[config.mk]
export PLATFORM = sky130hd
export DESIGN_NAME = fuzzy_name_scorer_top_k
export DESIGN_NICKNAME = d
export VERILOG_FILES = /design/src/hdl/fnst_pkg.sv /design/src/hdl/fnst_query_cell.sv /design/src/hdl/fnst_slot_cell.sv /design/src/hdl/fuzzy_name_scorer_top_k.sv
export SDC_FILE = /design/constraint.sdc
export NUM_CORES = 2
export LEC_CHECK = 0
export ABC_AREA = 1
export BUFFER_PORTS_ARGS = -buffer_cell sky130_fd_sc_hd__buf_2
export CAP_MARGIN = 20
export CORE_UTILIZATION = 40
export DETAILED_ROUTE_END_ITERATION = 12
export SYNTH_ARGS = -nofsm -noshare
export SYNTH_HDL_FRONTEND = slang
export SYNTH_SLANG_ARGS = --single-unit
[constraint.sdc]
create_clock -name clk -period 4.87 [get_ports clk]
set_clock_uncertainty 0.2 [all_clocks]
set_input_delay 1.461 -clock clk [delete_from_list [all_inputs] [get_ports clk]]
set_output_delay 1.461 -clock clk [all_outputs]
set_load 0.01 [all_outputs]
[src/hdl/fnst_pkg.sv]
`timescale 1ns / 1ps
// ----------------------------------------------------------------------------
// Fuzzy name scorer package
// Shared payload types, control structs, command codes and scoring constants.
// ----------------------------------------------------------------------------
package fnst_pkg;

	localparam int unsigned MAX_QUERY_DEF    = 64;
	localparam int unsigned TOP_SLOTS_DEF    = 32;
	localparam int unsigned MAX_NAME_LEN_DEF = 255;

	localparam int unsigned ID_W    = 16;
	localparam int unsigned SCORE_W = 10;
	localparam int unsigned CALC_W  = 18;

	localparam logic [SCORE_W:0] BONUS_EXACT  = 11'd1000;
	localparam logic [SCORE_W:0] BONUS_PREFIX = 11'd300;
	localparam logic [SCORE_W:0] BONUS_SUBSTR = 11'd180;
	localparam logic [SCORE_W:0] BONUS_SUBSEQ = 11'd100;

	typedef enum logic [2:0] {
		CMD_NEW_QUERY  = 3'd0,
		CMD_QUERY_CHAR = 3'd1,
		CMD_NAME_CHAR  = 3'd2,
		CMD_END_NAME   = 3'd3,
		CMD_EMIT       = 3'd4
	} cmd_t;

	typedef enum logic [2:0] {
		ST_IDLE,
		ST_INS_SCAN,
		ST_INS_WRITE,
		ST_SORT_A,
		ST_SORT_B,
		ST_EMIT
	} state_t;

	typedef struct packed {
		logic [2:0]      command;
		logic [7:0]      character;
		logic [ID_W-1:0] entry_id;
	} in_item_t;

	typedef struct packed {
		logic [ID_W-1:0]    result_id;
		logic [SCORE_W-1:0] result_score;
		logic               slot_valid;
		logic               last;
	} out_item_t;

	typedef struct packed {
		logic [ID_W-1:0]    id;
		logic [SCORE_W-1:0] score;
	} slot_t;

	typedef struct packed {
		logic       step;
		logic       restart;
		logic [7:0] character;
	} qcell_ctl_t;

	typedef struct packed {
		logic clear;
		logic shift;
	} scell_ctl_t;

	function automatic logic [7:0] lower_byte(input logic [7:0] b);
		logic [7:0] r;
		r = b;
		if (b >= 8'h41 && b <= 8'h5A) begin
			r = b + 8'd32;
		end
		return r;
	endfunction

endpackage

[src/hdl/fnst_query_cell.sv]
`timescale 1ns / 1ps
// ----------------------------------------------------------------------------
// Query cell
// Holds one query character and one bit of the substring shift-and vector.
// ----------------------------------------------------------------------------
module fnst_query_cell (
	input  logic               clk,
	input  logic               arst_n,
	input  fnst_pkg::qcell_ctl_t ctl,
	input  logic               load,
	input  logic               active,
	input  logic               prev_vec,
	output logic               vec,
	output logic               eq,
	output logic               hit
);
	import fnst_pkg::*;

	logic [7:0] char_q;
	logic       vec_q;

	always_ff @(posedge clk) begin
		if (load) begin
			char_q <= ctl.character;
		end
	end

	assign eq  = (char_q == ctl.character);
	assign hit = prev_vec && eq;

	always_ff @(posedge clk or negedge arst_n) begin
		if (!arst_n) begin
			vec_q <= 1'b0;
		end else if (ctl.restart) begin
			vec_q <= 1'b0;
		end else if (ctl.step) begin
			vec_q <= active && hit;
		end
	end

	assign vec = vec_q;

endmodule

[src/hdl/fnst_slot_cell.sv]
`timescale 1ns / 1ps
// ----------------------------------------------------------------------------
// Slot cell
// One entry of the ranking ring; passes its entry toward the head on a shift.
// ----------------------------------------------------------------------------
module fnst_slot_cell (
	input  logic                 clk,
	input  logic                 arst_n,
	input  fnst_pkg::scell_ctl_t ctl,
	input  logic                 active,
	input  logic                 is_last,
	input  fnst_pkg::slot_t      next_entry,
	input  fnst_pkg::slot_t      tail,
	output fnst_pkg::slot_t      entry
);
	import fnst_pkg::*;

	slot_t entry_q;

	always_ff @(posedge clk or negedge arst_n) begin
		if (!arst_n) begin
			entry_q <= '0;
		end else if (ctl.clear) begin
			entry_q <= '0;
		end else if (ctl.shift && active) begin
			entry_q <= is_last ? tail : next_entry;
		end
	end

	assign entry = entry_q;

endmodule

[src/hdl/fuzzy_name_scorer_top_k.sv]
`timescale 1ns / 1ps
// ----------------------------------------------------------------------------
// Fuzzy name scorer with top-K table
// Scores streamed names against a loaded query and ranks the best of them.
// ----------------------------------------------------------------------------
// A transaction is accepted when start is high and busy is low. Query and name
// character commands, as well as a new query, never raise busy, so a name
// streams at one character per clock. End of name raises no busy when the score
// is not positive or no slot is in use; otherwise the block rotates the ring of
// slot cells once to scan for a duplicate id and the lowest slot, and once more
// when the entry is written in. Emit runs an exchange sort when more than one
// slot is in use and then shows one result per cycle on result with
// result_strobe high; with no slot in use a single empty result marked last
// appears in the cycle after acceptance. Every comparison is made at the head
// of the slot ring, through which every slot rotates once per pass. The
// receiver cannot stall the block: each result is valid for exactly one
// cycle.
// ----------------------------------------------------------------------------
module fuzzy_name_scorer_top_k #(
	parameter int unsigned MAX_QUERY    = fnst_pkg::MAX_QUERY_DEF,
	parameter int unsigned TOP_SLOTS    = fnst_pkg::TOP_SLOTS_DEF,
	parameter int unsigned MAX_NAME_LEN = fnst_pkg::MAX_NAME_LEN_DEF
) (
	input  logic                clk,
	input  logic                arst_n,
	input  logic                start,
	output logic                busy,
	input  fnst_pkg::in_item_t  item,
	input  logic                cfg_we,
	input  logic [5:0]          cfg_data,
	output fnst_pkg::out_item_t result,
	output logic                result_strobe
);
	import fnst_pkg::*;

	// Widths that follow from the parameters.
	localparam int unsigned QLW = $clog2(MAX_QUERY + 1);
	localparam int unsigned IW  = (MAX_QUERY > 1) ? $clog2(MAX_QUERY) : 1;
	localparam int unsigned NLW = $clog2(MAX_NAME_LEN + 1);
	localparam int unsigned SLW = $clog2(TOP_SLOTS + 1);

	state_t state_q, state_d;

	logic [5:0]         top_count_q;
	logic [QLW-1:0]     qlen_q;
	logic [NLW-1:0]     nl_q;
	logic               prefix_q;
	logic               found_q;
	logic [QLW-1:0]     sp_q;
	logic [SLW-1:0]     n_q, k_q, i_q, worst_q;
	logic [ID_W-1:0]    new_id_q;
	logic [SCORE_W-1:0] new_score_q, worst_score_q;
	logic               dup_q;
	slot_t              carry_q;
	out_item_t          result_q;
	logic               strobe_q;

	logic               accept;
	logic [7:0]         chr;
	logic [SLW-1:0]     n_now;
	logic               k_end;

	assign accept = start && (state_q == ST_IDLE);
	assign busy   = (state_q != ST_IDLE);
	assign chr    = lower_byte(item.character);
	assign k_end  = (k_q == n_q - SLW'(1));

	// Slots in use, capped at the number of cells that exist.
	always_comb begin
		if ({1'b0, top_count_q} >= 7'(TOP_SLOTS)) begin
			n_now = SLW'(TOP_SLOTS);
		end else begin
			n_now = SLW'(top_count_q);
		end
	end

	// ---------------------------------------------------------------- query row
	qcell_ctl_t           qctl;
	logic [MAX_QUERY-1:0] q_vec, q_eq, q_hit, q_load, q_active;
	logic                 is_new, is_qchar, is_nchar, is_end, is_emit;

	assign is_new   = accept && (item.command == CMD_NEW_QUERY);
	assign is_qchar = accept && (item.command == CMD_QUERY_CHAR);
	assign is_nchar = accept && (item.command == CMD_NAME_CHAR);
	assign is_end   = accept && (item.command == CMD_END_NAME);
	assign is_emit  = accept && (item.command == CMD_EMIT);

	assign qctl.step      = is_nchar;
	assign qctl.restart   = is_new || is_qchar || is_end;
	assign qctl.character = chr;

	genvar gq;
	generate
		for (gq = 0; gq < MAX_QUERY; gq++) begin : g_query
			logic prev;
			if (gq == 0) begin : g_head
				assign prev = 1'b1;
			end else begin : g_body
				assign prev = q_vec[gq-1];
			end
			assign q_load[gq]   = is_qchar && (qlen_q == QLW'(gq));
			assign q_active[gq] = (QLW'(gq) < qlen_q);
			fnst_query_cell u_cell (
				.clk      (clk),
				.arst_n   (arst_n),
				.ctl      (qctl),
				.load     (q_load[gq]),
				.active   (q_active[gq]),
				.prev_vec (prev),
				.vec      (q_vec[gq]),
				.eq       (q_eq[gq]),
				.hit      (q_hit[gq])
			);
		end
	endgenerate

	// Per-character tracking of the prefix, substring and subsequence tests.
	logic           nl_lt_q, prefix_miss, tail_hit, sp_adv;
	logic [QLW-1:0] qlen_m1;

	assign qlen_m1     = qlen_q - QLW'(1);
	assign nl_lt_q     = ({{(CALC_W-NLW){1'b0}}, nl_q} < CALC_W'(qlen_q));
	assign prefix_miss = nl_lt_q && !q_eq[nl_q[IW-1:0]];
	assign tail_hit    = (qlen_q != '0) && q_hit[qlen_m1[IW-1:0]];
	assign sp_adv      = (sp_q < qlen_q) && q_eq[sp_q[IW-1:0]];

	// Score of the name that ends now.
	logic [CALC_W-1:0]        nl_x, q_x, diff;
	logic [SCORE_W:0]         bonus;
	logic signed [CALC_W-1:0] score;
	logic                     score_pos;

	always_comb begin
		nl_x = CALC_W'(nl_q);
		q_x  = CALC_W'(qlen_q);
		diff = (nl_x >= q_x) ? (nl_x - q_x) : (q_x - nl_x);
		if (prefix_q && nl_x == q_x) begin
			bonus = BONUS_EXACT;
		end else if (prefix_q && nl_x >= q_x) begin
			bonus = BONUS_PREFIX;
		end else if (found_q) begin
			bonus = BONUS_SUBSTR;
		end else if (sp_q == qlen_q) begin
			bonus = BONUS_SUBSEQ;
		end else begin
			bonus = '0;
		end
		if (qlen_q == '0) begin
			score = CALC_W'(1);
		end else begin
			score = $signed(CALC_W'(bonus)) - $signed(diff);
		end
		score_pos = (score > 0);
	end

	// ---------------------------------------------------------------- slot ring
	scell_ctl_t sctl;
	slot_t      cells [TOP_SLOTS];
	slot_t      head, tail;
	logic       head_less, head_dup, head_more;

	assign head      = cells[0];
	assign head_dup  = (head.score != '0) && (head.id == new_id_q);
	assign head_less = (head.score < worst_score_q);
	assign head_more = (head.score > carry_q.score);

	genvar gs;
	generate
		for (gs = 0; gs < TOP_SLOTS; gs++) begin : g_slot
			slot_t nxt;
			if (gs == TOP_SLOTS - 1) begin : g_end
				assign nxt = tail;
			end else begin : g_mid
				assign nxt = cells[gs+1];
			end
			fnst_slot_cell u_cell (
				.clk        (clk),
				.arst_n     (arst_n),
				.ctl        (sctl),
				.active     (SLW'(gs) < n_q),
				.is_last    (SLW'(gs) == n_q - SLW'(1)),
				.next_entry (nxt),
				.tail       (tail),
				.entry      (cells[gs])
			);
		end
	endgenerate

	// Scan results including the entry at the head this cycle.
	logic               scan_dup;
	logic [SCORE_W-1:0] scan_worst;
	logic               write_need;

	assign scan_dup   = dup_q || head_dup;
	assign scan_worst = (k_q == '0 || head_less) ? head.score : worst_score_q;
	assign write_need = !scan_dup && (new_score_q > scan_worst);

	// ---------------------------------------------------------------- next state
	always_comb begin
		state_d = state_q;
		case (state_q)
			ST_IDLE: begin
				if (is_end && score_pos && n_now != '0) begin
					state_d = ST_INS_SCAN;
				end else if (is_emit && n_now == SLW'(1)) begin
					state_d = ST_EMIT;
				end else if (is_emit && n_now > SLW'(1)) begin
					state_d = ST_SORT_A;
				end
			end
			ST_INS_SCAN: begin
				if (k_end) begin
					state_d = write_need ? ST_INS_WRITE : ST_IDLE;
				end
			end
			ST_INS_WRITE: begin
				if (k_end) begin
					state_d = ST_IDLE;
				end
			end
			ST_SORT_A: begin
				if (k_end) begin
					state_d = ST_SORT_B;
				end
			end
			ST_SORT_B: begin
				if (k_end) begin
					state_d = (i_q + SLW'(1) == n_q - SLW'(1)) ? ST_EMIT : ST_SORT_A;
				end
			end
			ST_EMIT: begin
				if (k_end) begin
					state_d = ST_IDLE;
				end
			end
			default: begin
				state_d = ST_IDLE;
			end
		endcase
	end

	// ---------------------------------------------------------------- ring control
	always_comb begin
		sctl.clear = is_new;
		sctl.shift = 1'b0;
		tail       = head;
		case (state_q)
			ST_IDLE: begin
				sctl.shift = 1'b0;
			end
			ST_INS_SCAN: begin
				sctl.shift = 1'b1;
			end
			ST_INS_WRITE: begin
				sctl.shift = 1'b1;
				if (k_q == worst_q) begin
					tail.id    = new_id_q;
					tail.score = new_score_q;
				end
			end
			ST_SORT_A: begin
				sctl.shift = 1'b1;
				if (k_q > i_q && head_more) begin
					tail = carry_q;
				end
			end
			ST_SORT_B: begin
				sctl.shift = 1'b1;
				if (k_q == i_q) begin
					tail = carry_q;
				end
			end
			ST_EMIT: begin
				sctl.shift = 1'b1;
			end
			default: begin
				sctl.shift = 1'b0;
			end
		endcase
	end

	// ---------------------------------------------------------------- registers
	always_ff @(posedge clk or negedge arst_n) begin
		if (!arst_n) begin
			state_q     <= ST_IDLE;
			top_count_q <= '0;
			qlen_q      <= '0;
			nl_q        <= '0;
			prefix_q    <= 1'b1;
			found_q     <= 1'b0;
			sp_q        <= '0;
			n_q         <= '0;
			k_q         <= '0;
			i_q         <= '0;
			strobe_q    <= 1'b0;
		end else begin
			state_q  <= state_d;
			strobe_q <= 1'b0;
			if (cfg_we) begin
				top_count_q <= cfg_data;
			end
			if (qctl.restart) begin
				nl_q     <= '0;
				prefix_q <= 1'b1;
				found_q  <= 1'b0;
				sp_q     <= '0;
			end
			if (is_new) begin
				qlen_q <= '0;
			end
			if (is_qchar && qlen_q < QLW'(MAX_QUERY)) begin
				qlen_q <= qlen_q + QLW'(1);
			end
			if (is_nchar) begin
				if (CALC_W'(nl_q) < CALC_W'(MAX_NAME_LEN)) begin
					nl_q <= nl_q + NLW'(1);
					if (prefix_miss) begin
						prefix_q <= 1'b0;
					end
				end
				if (tail_hit) begin
					found_q <= 1'b1;
				end
				if (sp_adv) begin
					sp_q <= sp_q + QLW'(1);
				end
			end
			if (is_end || is_emit) begin
				n_q <= n_now;
				k_q <= '0;
				i_q <= '0;
			end
			if (is_emit && n_now == '0) begin
				strobe_q <= 1'b1;
			end
			if (state_q != ST_IDLE) begin
				k_q <= k_end ? '0 : k_q + SLW'(1);
			end
			if (state_q == ST_SORT_B && k_end) begin
				i_q <= i_q + SLW'(1);
			end
			if (state_q == ST_EMIT) begin
				strobe_q <= 1'b1;
			end
		end
	end

	// Payload registers, no reset needed.
	always_ff @(posedge clk) begin
		if (is_end) begin
			new_id_q    <= item.entry_id;
			new_score_q <= score[SCORE_W-1:0];
			dup_q       <= 1'b0;
		end
		if (state_q == ST_INS_SCAN) begin
			dup_q         <= scan_dup;
			worst_score_q <= scan_worst;
			if (k_q == '0 || head_less) begin
				worst_q <= k_q;
			end
		end
		if (state_q == ST_SORT_A && (k_q == i_q || (k_q > i_q && head_more))) begin
			carry_q <= head;
		end
		if (is_emit && n_now == '0) begin
			result_q <= '{result_id: '0, result_score: '0, slot_valid: 1'b0, last: 1'b1};
		end
		if (state_q == ST_EMIT) begin
			result_q.slot_valid   <= (head.score != '0);
			result_q.result_id    <= (head.score != '0) ? head.id : '0;
			result_q.result_score <= head.score;
			result_q.last         <= k_end;
		end
	end

	assign result        = result_q;
	assign result_strobe = strobe_q;

`ifndef SYNTH
	// A result only follows an emit pass or an emit with no slot in use.
	a_strobe_src: assert property (@(posedge clk) disable iff (!arst_n)
		result_strobe |-> ($past(state_q) == ST_EMIT) ||
			($past(start) && $past(state_q) == ST_IDLE &&
			 $past(item.command) == CMD_EMIT))
		else $error("result strobe without an emit");

	// The subsequence pointer never passes the query length.
	a_subseq: assert property (@(posedge clk) disable iff (!arst_n)
		sp_q <= qlen_q)
		else $error("subsequence position beyond query");

	// The sort pass index stays below the last slot in use.
	a_sort_idx: assert property (@(posedge clk) disable iff (!arst_n)
		(state_q == ST_SORT_A || state_q == ST_SORT_B) |-> (i_q + SLW'(1) < n_q))
		else $error("sort pass index out of range");

	// An insertion write never starts on a duplicate id.
	a_no_dup_write: assert property (@(posedge clk) disable iff (!arst_n)
		(state_q == ST_INS_SCAN && state_d == ST_INS_WRITE) |-> !scan_dup)
		else $error("duplicate id inserted");
`endif

endmodule

* Word level (Yosys, flattened, before mapping) *
Cells that the tools add are included.

storage, ports and cells
  register bits = 1556
  bits in latches = 0
  bits in writable memories = 0
  memory bits (read-only) = 0
  bits of input ports = 37
  output and inout port bits = 30
  logic and storage cells = 1097
  memories kept = 0

operators by class
  add/subtract/negate cells = 11
  multiply operators = 0
  div/mod/pow operators = 0
  order comparisons = 112
  equality and inequality tests = 179
  shifts and indexed selects = 0
  muxes and demuxes = 277
  bitwise operators = 0
  reductions and logical operators = 305

operators by type and width
  operator                                           count
  two-way mux 26 bit                                 98
  == test 8 bit                                      64
  logical AND 1 bit                                  245
  == test 7 x 6 -> 1 bit, second input constant      32
  < comparator 6 x 7 -> 1 bit, first input constant  31
  two-way mux 1 bit                                  141
  == test 7 x 5 -> 1 bit, second input constant      16
  < comparator 5 x 7 -> 1 bit, first input constant  16
  < comparator 5 x 6 -> 1 bit, first input constant  16
  == test 5 x 6 -> 1 bit, first input constant       15
  case mux 26 bit (3 select lines)                   1
  nonzero test 2 bit                                 38
  == test 7 x 4 -> 1 bit, second input constant      8
  < comparator 4 x 7 -> 1 bit, first input constant  8
  two-way mux 28 bit                                 2
  == test 4 x 6 -> 1 bit, first input constant       8
  < comparator 4 x 6 -> 1 bit, first input constant  8
  two-way mux 7 bit                                  6
  two-way mux 8 bit                                  5
  two-way mux 18 bit                                 2
  two-way mux 6 bit                                  5
  == test 7 x 3 -> 1 bit, second input constant      4
  < comparator 3 x 7 -> 1 bit, first input constant  4
  == test 3 x 6 -> 1 bit, first input constant       4
  other kinds (62)                                   107

* Logic depth before layout (Yosys ltp) *
  depth in word-level cells = 12
  gate-level depth with buffers = 32
  gate-level depth less buffers = 31

* Hierarchy *
Synthesis repeated with hierarchy kept, for this count alone.

unflattened totals
  cell total of the unflattened synthesis = 11984
  area total of the unflattened synthesis = 90332.9 um2

modules (own cells, without submodules)
  module                   instances  cells each  area an instance (um2)  seq. area each (um2)
  fnst_slot_cell           32         197         1460.2                  650.6
  fnst_query_cell          64         59          474.2                   265.3
  fuzzy_name_scorer_top_k  1          1904        13259.0                 4215.3

* Worst setup path after synthesis *
No wires, ideal clock.

  path kind = input -> register
  start = input item[25] in the netlist's numbering
  end = register g_query[48].u_cell.vec_q
  library setup time = 140 ps
  data arrival time = 4222 ps
  data required time = 4530 ps
  setup slack = 308 ps
  cell stages on the path = 8
  path buffers = 1
  cell sequence = inv_1 > nor4_2 > nor3_1 > inv_2 > nor2_1 > inv_2 > clkbuf_1 > o32ai_1

between the ends
  elaborated cells on any way between the ends = 12
  classes of those cells = 3 x eq/ne; 1 x mux; 8 x reduce/logical

RTL lines
  item                                                     line                           source
  start, declared                                          fuzzy_name_scorer_top_k.sv:28  input fnst_pkg::in_item_t item,
  == test 3 x 2 -> 1 bit *                                 fuzzy_name_scorer_top_k.sv:85  assign is_end = accept && (item.command == CMD_END_NAME);
  logical AND 1 bit *                                      fuzzy_name_scorer_top_k.sv:85
  via is_end                                               fuzzy_name_scorer_top_k.sv:80  logic is_new, is_qchar, is_nchar, is_end, is_emit;
  logical OR 1 bit *                                       fuzzy_name_scorer_top_k.sv:89  assign qctl.restart = is_new || is_qchar || is_end;
  two-way mux 1 bit or nonzero test 2 bit (tied branches)  n/a
  end signal, assigned                                     fnst_query_cell.sv:37          vec_q <= active && hit;
  end, declared                                            fnst_query_cell.sv:20          logic vec_q;

Mark *: on every way through the listed nets, which the timed path passes. The rest lies on a longest branch.
A chain may end at the register's enable or synchronous reset.

* Worst setup path in the final report *
  start = register nl_q[6]
  end = register state_q[1]

between the ends
  longest elaborated chain between the ends = 11
  elaborated cells on any way between the ends = 18
  classes of those cells = 3 x add/sub; 2 x order compare; 2 x eq/ne; 6 x mux; 5 x reduce/logical

ends and longest elaborated chain
  item                                                                                     line                                                            source
  start, declared                                                                          fuzzy_name_scorer_top_k.sv:46                                   logic [NLW-1:0] nl_q;
  start signal, assigned                                                                   fuzzy_name_scorer_top_k.sv:316                                  nl_q <= nl_q + NLW'(1);
  greater-or-equal comparator 8 x 7 -> 1 bit                                               fuzzy_name_scorer_top_k.sv:136, fuzzy_name_scorer_top_k.sv:139
  logical AND 1 bit                                                                        fuzzy_name_scorer_top_k.sv:139                                  end else if (prefix_q && nl_x >= q_x) begin
  two-way mux 9 bit                                                                        fuzzy_name_scorer_top_k.sv:139
  two-way mux 10 bit                                                                       fuzzy_name_scorer_top_k.sv:137                                  if (prefix_q && nl_x == q_x) begin
  subtractor 12 x 18 -> 18 bit *                                                           fuzzy_name_scorer_top_k.sv:151                                  score = $signed(CALC_W'(bonus)) - $signed(diff);
  two-way mux 18 bit *                                                                     fuzzy_name_scorer_top_k.sv:148                                  if (qlen_q == '0) begin
  greater-than comparator 18 x 1 -> 1 bit *                                                fuzzy_name_scorer_top_k.sv:153                                  score_pos = (score > 0);
  logical AND 1 bit * (2 in series)                                                        fuzzy_name_scorer_top_k.sv:203                                  if (is_end && score_pos && n_now != '0) begin
  != test 4 x 1 -> 1 bit (no source line) or two-way mux 3 bit (tied branches)             n/a
  AND reduction 5 bit (no source line) or case mux 3 bit (5 select lines) (tied branches)  n/a
  end signal, assigned                                                                     fuzzy_name_scorer_top_k.sv:297                                  state_q <= state_d;
  end, declared                                                                            fuzzy_name_scorer_top_k.sv:42                                   state_t state_q, state_d;

Every way passes the cells marked *; elsewhere a longest branch is shown, timed or not.

==> impl_metrics.tcl <==
set metrics [dict create \
    status "finished, final reports clean" \
    synth_edf_count 609 \
    fmax_mhz 224 \
    ys_warn_count 0 \
    setup_viol 0 \
    power_density_nw_per_um2 645 \
    worstPathMaxFanout 10 \
    wl_per_cell_um 22.0 \
    grt_pass1_wl_um 375000 \
    initial_core_util 0.404 \
    port_buffers 66 \
    rsz0062_at_grt "false" \
    ant_nets 0 \
    via_count 62400 \
    max_slew_margin 0.202 \
    power.leakage_nw 36.8 \
    die_area_um2 192000 \
    cts.path.max_buffers 3 \
    cts_setup_buffers 0 \
    postSynthCellCount 8479 \
    fp.dieW_um 438 \
    cts_hold_buffers 0 \
    cts_tree "done" \
    ys_seq_area_frac 0.551 \
    drive_gt1_frac 0.0943 \
    first_pass_iters 6 \
    synth_top_area_share 0.311 \
    gp_congestion 1.01 \
    clk_pin_slew_worst_paths_ns 0.06 \
    synthTopCellsByArea "dfrtp_1, edfxtp_1, o21ai_0" \
    overflow 0 \
    critPathCaptureType "flop" \
    clock-sinks 1556 \
    synth_flop_cell "dfrtp_1" \
    dp_hpwl_um 163000 \
    regArea_um2 42000 \
    core-area_um2 188000 \
    multi_input_area_um2 30400 \
    syn_area_um2 76200 \
    wirelength_um 245000 \
    htreeDepth 4 \
    ys_ff_latch 1556 \
    global_route.usage.total 0.252 \
    drc 0 \
    layout_min_cycle_time_ns 4.46 \
    yosysUniqueCellTypes 65 \
    ios 67 \
    hold_path.class "flop to flop" \
    vias_per_cell 5.60 \
    cap_violations 0 \
    cp.required_ns 5.40 \
    finalSetupTns_ns 0 \
    post-route-period-util 0.915 \
    power_mw 56.0 \
    clk-insertion-delay-late_ns 0.85 \
    fp-row-count 159 \
    path_class "flop to flop" \
    crit_arrival_ns 4.99 \
    syn_area_per_cell_um2 8.98 \
    worst_slew_pin_slew_ns 1.20 \
    grt_max_degree 260 \
    die_y_um 438 \
    layout.nets 8627 \
    post_cts_resized 0 \
    dr.first_iter.drc_count 6588 \
    area_delta_synth_final_pct 14.0 \
    root_buffer "clkbuf_16" \
    synth_nets 8602 \
    maxSlewViolCount 0 \
    grt_antenna_before_repair 0 \
    synthArstFlopShare 0.609 \
    synth_area_leader_cell "dfrtp_1" \
    fillers 17700 \
    hold_viol 0 \
    max-vdd-ir-drop_v 0.000538 \
    startpoint_type "flop" \
    cts_buffers 172 \
    first_global_vias 60000 \
]
==> where the power goes <==
part	total [mW]	internal (mW)	switching, mW
registers	18.5	16.7	1.83
logic	24.1	6.89	17.2
clock network	13.4	7.69	5.70
total	56.0	31.3	24.8
==> worst max-delay path: stages (launching register included) <==
cell	delay, ns
dfrtp_1	0.43
ha_1	0.35
a21o_1	0.22
nor2_1	0.25
nand4_4	0.21
inv_1	0.24
or2_2	0.15
o221ai_1	0.12
xor2_1	0.17
ha_1	0.34
a21oi_1	0.18
o21ai_0	0.11
inv_1	0.10
nor2_1	0.05
a211oi_1	0.23
nand2_1	0.13
a21oi_1	0.15
o21ai_0	0.10
nand3_1	0.07
inv_1	0.04
nand2_1	0.10
nand3_1	0.08
nand2_1	0.16
inv_1	0.06
nand2_1	0.05
nand2_1	0.05
==> final timing paths <==
check / cells after the start / end / slack [ns] / startpoint
min: 2 / g_slot[15].u_cell.entry[7] / 0.28 / g_slot[15].u_cell.entry[7]
min reg2reg: 2 / g_slot[15].u_cell.entry[7] / 0.28 / g_slot[15].u_cell.entry[7]
max reg2reg: 25 / state_q[1] / 0.41 / nl_q[6]
max: 25 / state_q[1] / 0.41 / nl_q[6]
max in group asynchronous: 2 / g_slot[27].u_cell.entry[22] / 2.73 / arst_n
min in group asynchronous: 1 / g_slot[0].u_cell.entry[15] / 0.53 / arst_n
==> registers in the layout, indices dropped and copies added (netlist names), 6 cells and up <==
register / cells
g_query.u_cell.vec: 63
worst_score_q: 10
k_q: 6
nl_q: 8
result: 28
new_id_q: 16
i_q: 6
sp_q: 7
g_query.u_cell.char_q: 512
top_count_q: 6
qlen_q: 7
new_score_q: 10
worst_q: 6
carry_q: 26
g_slot.u_cell.entry: 832
n_q: 6
==> per-layer routing <==
metal  global-route usage  vias up  share of wire
met4                0.103        0          0.043
met2                0.405     2369           0.47
met1                0.341    30500           0.42
met3               0.0369      522          0.064
met5                    0        -              0
li1                     -    29000              -
==> cell usage in the layout, fill, tap and decap left out, drive strengths merged, types with 2 or more instances in the layout <==
master	n
bufinv	12
nor2	888
clkinv	75
nor4	18
xnor2	272
a32o	5
a22oi	19
a311oi	2
o2111ai	7
o41ai	2
a21oi	254
a211oi	3
a21o	4
nand2	1466
a221oi	3
o31ai	6
inv	458
buf	401
xor2	125
a31oi	5
and2	12
nand3b	3
ha	84
o221ai	3
dfrtp	946
clkinvlp	5
clkbuf	234
o32ai	7
fa	2
nand4	46
o21ai	1364
o22ai	54
o211ai	181
nor3	75
edfxtp	609
nand3	962
or2	21
==> cell type report <==
class / instances / area share
inverter: 471 / 0.0205
sequential: 1556 / 0.484
antenna: 1 / 0.0000288
multi-input combinational: 5901 / 0.350
clock inverter: 79 / 0.0112
timing repair buffer: 402 / 0.0427
tap: 2495 / 0.0360
clock buffer: 233 / 0.0560
==> logic make-up (layout without fill, tap and decap cells) <==
logic type,count (synthesis),after routing,synth area share
flops,1556,1556,0.551
fa+ha+maj,86,86,0.0143
other cells,0,1,0
xor+xnor,397,397,0.0458
mux,1,1,0.000148
compound gates,1925,1925,0.137
buf+inv,1022,1185,0.0540
simple gates,3492,3492,0.198
==> through the flow <==
step	setup slack (ns)	hold WS, ns	utilization	instances	instance area [um^2]
2_1_floorplan	0.308	0.244	-	8479	76200
3_3_place_gp	0.254	0.260	0.428	10800	80700
3_5_place_dp	0.267	0.262	0.429	10800	80700
4_1_cts	0.352	0.278	0.459	11100	86600
5_1_grt	0.0309	0.291	0.461	11100	86800
6_report	0.413	0.278	0.461	11100	86800
==> synth_stat cells (20+ instances only) <==
cell type / count
o211ai_1: 181
or2_2: 20
nand4_1: 45
xor2_1: 125
buf_2: 137
nor2_1: 872
clkbuf_1: 380
o21ai_0: 1161
nor3_1: 44
o21ai_1: 203
nand2_1: 1464
ha_1: 84
nand3_1: 957
nor3_4: 20
a21oi_1: 249
o22ai_1: 53
inv_2: 25
inv_1: 431
dfrtp_1: 946
edfxtp_1: 609
xnor2_1: 271
Power figures use the tool's default switching activity.
